===== src/rtl/core/pth_sensor_compensation_defines.svh =====
// assertion helpers shared by the compensation core
`ifndef PTH_SENSOR_COMPENSATION_DEFINES_SVH
`define PTH_SENSOR_COMPENSATION_DEFINES_SVH

// condition must hold at every edge out of reset
`define PTH_ASSERT_ALWAYS(label, cond, msg) \
  label: assert property (@(posedge clk) disable iff (rst) (cond)) else $error(msg);

// when pre holds, post must hold in the next cycle
`define PTH_ASSERT_NEXT(label, pre, post, msg) \
  label: assert property (@(posedge clk) disable iff (rst) (pre) |=> (post)) else $error(msg);

`endif


===== src/rtl/core/pth_div.sv =====
`default_nettype none
// pipelined restoring divider, one quotient bit per stage
module pth_div #(
  parameter int W      = 32,
  parameter int SIDE_W = 8
) (
  input  wire logic              clk,
  input  wire logic              rst,
  input  wire logic              en,
  input  wire logic              in_valid,
  input  wire logic [W-1:0]      dividend,
  input  wire logic [W-1:0]      divisor,
  input  wire logic [SIDE_W-1:0] side_in,
  output logic                   out_valid,
  output logic [W-1:0]           quotient,
  output logic [SIDE_W-1:0]      side_out
);
  logic              vld  [W];
  logic [W-1:0]      rem  [W];
  logic [W-1:0]      num  [W];
  logic [W-1:0]      quo  [W];
  logic [W-1:0]      den  [W];
  logic [SIDE_W-1:0] side [W];

  for (genvar k = 0; k < W; k++) begin : g_st
    logic              vp;
    logic [W-1:0]      rp, np, qp, dp;
    logic [SIDE_W-1:0] sp;
    logic [W:0]        trial, diff;
    if (k == 0) begin : g_first
      assign vp = in_valid;
      assign rp = '0;
      assign np = dividend;
      assign qp = '0;
      assign dp = divisor;
      assign sp = side_in;
    end else begin : g_next
      assign vp = vld[k-1];
      assign rp = rem[k-1];
      assign np = num[k-1];
      assign qp = quo[k-1];
      assign dp = den[k-1];
      assign sp = side[k-1];
    end
    assign trial = {rp, np[W-1]};
    assign diff  = trial - {1'b0, dp};
    always_ff @(posedge clk) begin
      if (rst) begin
        vld[k] <= 1'b0;
      end else if (en) begin
        vld[k] <= vp;
      end
      if (en) begin
        rem[k]  <= diff[W] ? trial[W-1:0] : diff[W-1:0];
        num[k]  <= {np[W-2:0], 1'b0};
        quo[k]  <= {qp[W-2:0], ~diff[W]};
        den[k]  <= dp;
        side[k] <= sp;
      end
    end
  end

  assign out_valid = vld[W-1];
  assign quotient  = quo[W-1];
  assign side_out  = side[W-1];
endmodule
`default_nettype wire


===== config.mk =====
export PLATFORM = sky130hd
export DESIGN_NAME = pth_div
export DESIGN_NICKNAME = d
export VERILOG_FILES = /design/src/rtl/core/pth_sensor_compensation_defines.svh /design/src/rtl/core/pth_div.sv
export SDC_FILE = /design/constraint.sdc
export NUM_CORES = 2
export LEC_CHECK = 0
export ABC_AREA = 0
export BUFFER_PORTS_ARGS = -buffer_cell sky130_fd_sc_hd__buf_2
export CORE_MARGIN = 1
export CORE_UTILIZATION = 65
export DETAILED_ROUTE_END_ITERATION = 8
export GPL_ROUTABILITY_DRIVEN = 0
export PLACE_DENSITY_LB_ADDON = 0.3
export SYNTH_ARGS = -nofsm -noshare
export SYNTH_HDL_FRONTEND = slang
export SYNTH_MEMORY_MAX_BITS = 65536
export SYNTH_SLANG_ARGS = --single-unit

===== constraint.sdc =====
create_clock -name clk -period 5.9 [get_ports clk]
set_input_delay 0.59 -clock clk [delete_from_list [all_inputs] [get_ports clk]]
set_output_delay 0.59 -clock clk [all_outputs]
set_load 0.01 [all_outputs]

* Yosys cells after proc, flatten, opt, wreduce, memory -nomap -nowiden
Memory sizes are Yosys's and may differ from the RTL's.
Index checks and enable logic that the tools add are counted.
** Storage, ports and cells
- Flip-flop bits (word level) :: 0
- Memory bits (writable) :: 4352
- Bits of input ports :: 76
- Output and inout bits :: 41
- Word-level logic and storage cells :: 172
- Memories :: 6
** Operators by class
- Add/sub/neg operators :: 32
- Muxes and demuxes :: 70
- Bitwise gates (word level) :: 64
** Memory list
- den :: words 32, bits a word 32, read ports 31, clocked after memory_dff 0, wr ports 32, line pth_div.sv:22 : logic [W-1:0] den [W];
- quo :: words 32, bits a word 32, read ports 32, clocked after memory_dff 0, wr ports 32, line pth_div.sv:21 : logic [W-1:0] quo [W];
- rem :: words 32, bits a word 32, read ports 31, clocked after memory_dff 0, wr ports 32, line pth_div.sv:19 : logic [W-1:0] rem [W];
- num :: words 32, bits a word 31, read ports 31, clocked after memory_dff 0, wr ports 32, line pth_div.sv:20 : logic [W-1:0] num [W];
- side :: words 32, bits a word 8, read ports 32, clocked after memory_dff 0, wr ports 32, line pth_div.sv:23 : logic [SIDE_W-1:0] side [W];
- vld :: words 32, bits a word 1, read ports 32, clocked after memory_dff 0, wr ports 32, line pth_div.sv:18 : logic vld [W];
** Operators by type and width (count)
- two-way mux 32 bit :: 32
- subtractor 33 x 32 -> 33 bit :: 31
- two-way mux 1 bit :: 38
- subtractor 1 x 32 -> 33 bit :: 1
- inverter 1 bit :: 32
- bitwise OR 1 bit :: 32

* Longest topological paths before layout
- Depth after elaboration :: 4
- Mapped depth :: 16
- Mapped depth without buffers :: 15

* Worst setup path before layout
OpenSTA, ideal clock, no wires.
- Path kind :: reg2reg
- Start :: memory den[4][0]
- End :: memory rem[5][24] (data pin)
- Library setup time :: 0.260 ns
- Arrival time :: 3.500 ns
- Required time :: 5.640 ns
- Path slack :: 2.140 ns
- Stages on the path, launching flop included :: 15
- Path buffers :: 1
- Clock period less this slack :: 3.760 ns
- Cell sequence :: edfxtp_1 ha_1 fa_1 nor2b_1 o21ai_0 a21boi_0 o21ai_1 a211oi_1 a41oi_1 o21ai_1 a221o_1 a21oi_1 xnor2_1 buf_2 mux2_2
** RTL lines (line)
- start, declared :: pth_div.sv:22
- end, declared :: pth_div.sv:19

==> flow_summary.ini <==
[status]
outcome = finished with violations
violations = DRC

[synthesis]
synth-async-reset-ratio_pct = 0
yosysTopAreaCell = edfxtp_1
synth_compound_area_share_pct = 10.8
seq_area_frac_synth_pct = 61.5
ys.flop_type = edfxtp_1
muxShareOfSynthArea_pct = 5.73
synth_area_leaders = edfxtp_1 (61%), ha_1 (7.7%), mux2_2 (4.8%)
synth_xor_area_share_pct = 4.53
synth_edf_count = 3296
ys_types = 94
synth.most_common_cell = edfxtp_1
syn_inst = 12100
synthAdderAreaFrac_pct = 8.09
yosys_register_bits = 3296
ys_warn_count = 0
synth_top_family_by_area = compound AO/OA/AOI/OAI gates
avgSynthCellArea_um2 = 13.3
syn_area_um2 = 161000
synthTopCellsByCount = edfxtp_1 (3,296), inv_1 (1,237), ha_1 (993)
netlist.area_leader.share_pct = 61.5
synth-simple-area-share_pct = 5.87

[global_route]
antenna_found_initial = 2
overflow = 0
grt_max_degree = 196
grt_pass1_wl_um = 522000
grt_pass1_vias = 99800
grt_usage_pct = 26.0

[clock_tree]
cts_tree = built
h-tree-depth = 5
insertion_delay_ns = 0.99
cts_root_buffer = clkbuf_16
post_cts_resized = 0
clk_pin_slew_worst_paths_ns = 0.06
clockBufferDepth = 4
clock-sinks = 3296
cts_buffers = 349

[routing]
drt_iter0_markers = 9030
vias_per_cell = 6.12
drcViolationCount = 4
wl_per_cell_um = 20.4
postRouteWirelength_um = 328000
ant_nets = 0
first_pass_iters = 9
vias = 98400

[final_layout]
final-seq-area_um2 = 99000
nets = 13600
drive_gt1_share_pct = 11.6
fin_area_um2 = 178000
fillers = 15300
multiInputGateArea_um2 = 56800
area_delta_synth_final_pct = 10.4

[timing]
tns_ns = 0
fin_crit_sh_pct = 87.5
slew_viol_final = 0
worstMarginPinSlew_ns = 1.22
relSlewSlack_pct = 16.5
finClkSkew_ns = 0.106
hold_viol_final = 0
rsz0062_at_grt = false
max_freq_mhz = 194
post-route-min-period_ns = 5.16
setup_viol = 0

[place]
io_buffers = 116
postPlaceCellArea_um2 = 166000
hpwl_um = 226000

[setup_path]
r2r_end = rem[17][12]$_DFFE_PP_
regToRegStartpoint = num[16][30]$_DFFE_PP_
ff2ff_setup_slack_ns = 0.74
cp-start-kind = flop
criticalPathCategory = flop to flop
end_kind = flop
crit_path_max_fanout = 32
reg2reg_depth = 14
worstPathArrival_ns = 5.75
worst_ep_required_time_ns = 6.48

[die]
coreArea_um2 = 246000
start_util_pct = 65.4
num_rows = 182
die_h_um = 500
die_w_um = 500
ioPinCount = 117
dieArea_um2 = 250000

[power]
switching_share_pct = 34.8
clockPowerShare_pct = 20.9
p_leak_nw = 71.1
seqPwrFrac_pct = 36.2
cell_internal_pwr_mw = 66.7
irDropWorstVdd_v = 0.000563
switchingPower_mw = 35.6
cellPowerDensity_nw_per_um2 = 575
p_comb_share_pct = 42.9

[worst_hold_path]
holdPathStages = 3
whs_endpoint = rem[0][0]$_DFFE_PP_
min_from = dividend[31]
hp-class = input pin to flop

[job]
drv_cap = 0
-- power groups by stage --
stage / registers [mW] / clock network, mW / logic (mW)
global route: 37.3 / 22.6 / 47.9
global placement: 37.3 / 0 / 40.4
detailed placement: 37.3 / 0 / 42.5
finish: 37.0 / 21.3 / 43.9
floorplan: 35.4 / 0 / 34.1
CTS: 37.0 / 21.7 / 43.3
-- final cells by class --
| cell class | count | share of cell area [%] |
|---|---|---|
| clock buffers | 423 | 5.09 |
| inverters | 1238 | 2.61 |
| diodes | 2 | 0.00282 |
| well taps | 3312 | 2.33 |
| flip-flops and latches | 3296 | 55.7 |
| clock inverters | 188 | 1.11 |
| multi-input cells | 7352 | 32.0 |
| repair buffers | 265 | 1.22 |
-- registers in the layout, indices dropped and copies added, names as in the netlist --
register / flops
rem: 992
den: 992
side: 256
quo: 528
num: 496
vld: 32
-- repair_timing --
action,CTS,global route
endpoints found under the hold margin,71,0
buffers inserted,0,0
hold buffers,71,0
-- through the flow --
step / hold slack (ns) / total power, mW / util, % / std cells / setup slack, ns
floorplan: 0.400 / 69.5 / - / 12100 / 2.14
global placement: 0.400 / 77.6 / 67.4 / 15400 / 0.963
detailed placement: 0.405 / 79.8 / 67.4 / 15400 / 0.917
CTS: 0.0115 / 102 / 72.2 / 16100 / 0.876
global route: 0.0416 / 108 / 72.2 / 16100 / 0.558
finish: 0.0701 / 102 / 72.2 / 16100 / 0.736
-- per-layer routing --
layer | GRT usage, % | up-vias | part of all wire [%]
li1 | - | 45800 | -
met1 | 31.0 | 47500 | 38
met2 | 45.9 | 3875 | 51
met3 | 3.26 | 1202 | 5.0
met4 | 14.3 | 0 | 5.8
met5 | 0 | - | 0
-- kinds of logic after synthesis --
family / Yosys count
mux: 819
buf+inv: 1453
compound gates: 2718
simple gates: 1947
flops: 3296
other cells: 1
xor+xnor: 830
fa+ha+maj: 1023
-- how the worst max path moves through the flow --
stage                                startpoint               endpoint  slack, ns  cells past startpoint
final                     num[16][30]$_DFFE_PP_  rem[17][12]$_DFFE_PP_       0.74                     14
after global routing      num[16][30]$_DFFE_PP_  rem[17][11]$_DFFE_PP_       0.56                     14
after CTS                  den[17][0]$_DFFE_PP_   rem[18][5]$_DFFE_PP_       0.88                     14
after detailed placement   den[17][0]$_DFFE_PP_   rem[18][5]$_DFFE_PP_       0.92                     14
after global placement     den[17][0]$_DFFE_PP_   rem[18][3]$_DFFE_PP_       0.96                     14
after floorplan             den[4][0]$_DFFE_PP_   rem[5][24]$_DFFE_PP_       2.14                     14
-- worst max-delay path, stage by stage (launching register included) --
cell and delay (ns):
edfxtp_1 0.36, inv_1 0.05, ha_1 0.22, fa_1 0.42, nor2b_1 0.14, o21a_1 0.16, o21ai_0 0.16, a2111oi_0 1.05
nor2_1 0.31, o31a_1 0.40, a32oi_1 0.41, mux2i_1 0.21, nor2_4 0.41, buf_4 0.38, o41ai_1 0.12
-- cells in the final DEF, fill, tap and decap left out, types with 67 or more instances in the layout --
cell type         n
nor3_1           88
o31ai_1          68
a31oi_1         111
nor2b_1         148
inv_1          1237
a21oi_1         772
nand2b_1        120
a21o_1          448
clkbuf_1         72
a211oi_1         75
nor2_1          485
nand3_1         147
ha_1            993
edfxtp_1       3296
xor2_1          275
o21ai_0         585
xnor2_1         534
mux2_2          693
nand2_1         539
clkinv_1         67
clkbuf_16       351
and2_1           67
buf_2           115
nand4_1         113
o21a_1          139
o21bai_1         75
dlygate4sd3_1    71
mux2i_1          73
and3_1           78
Power figures use the tool's default switching activity.
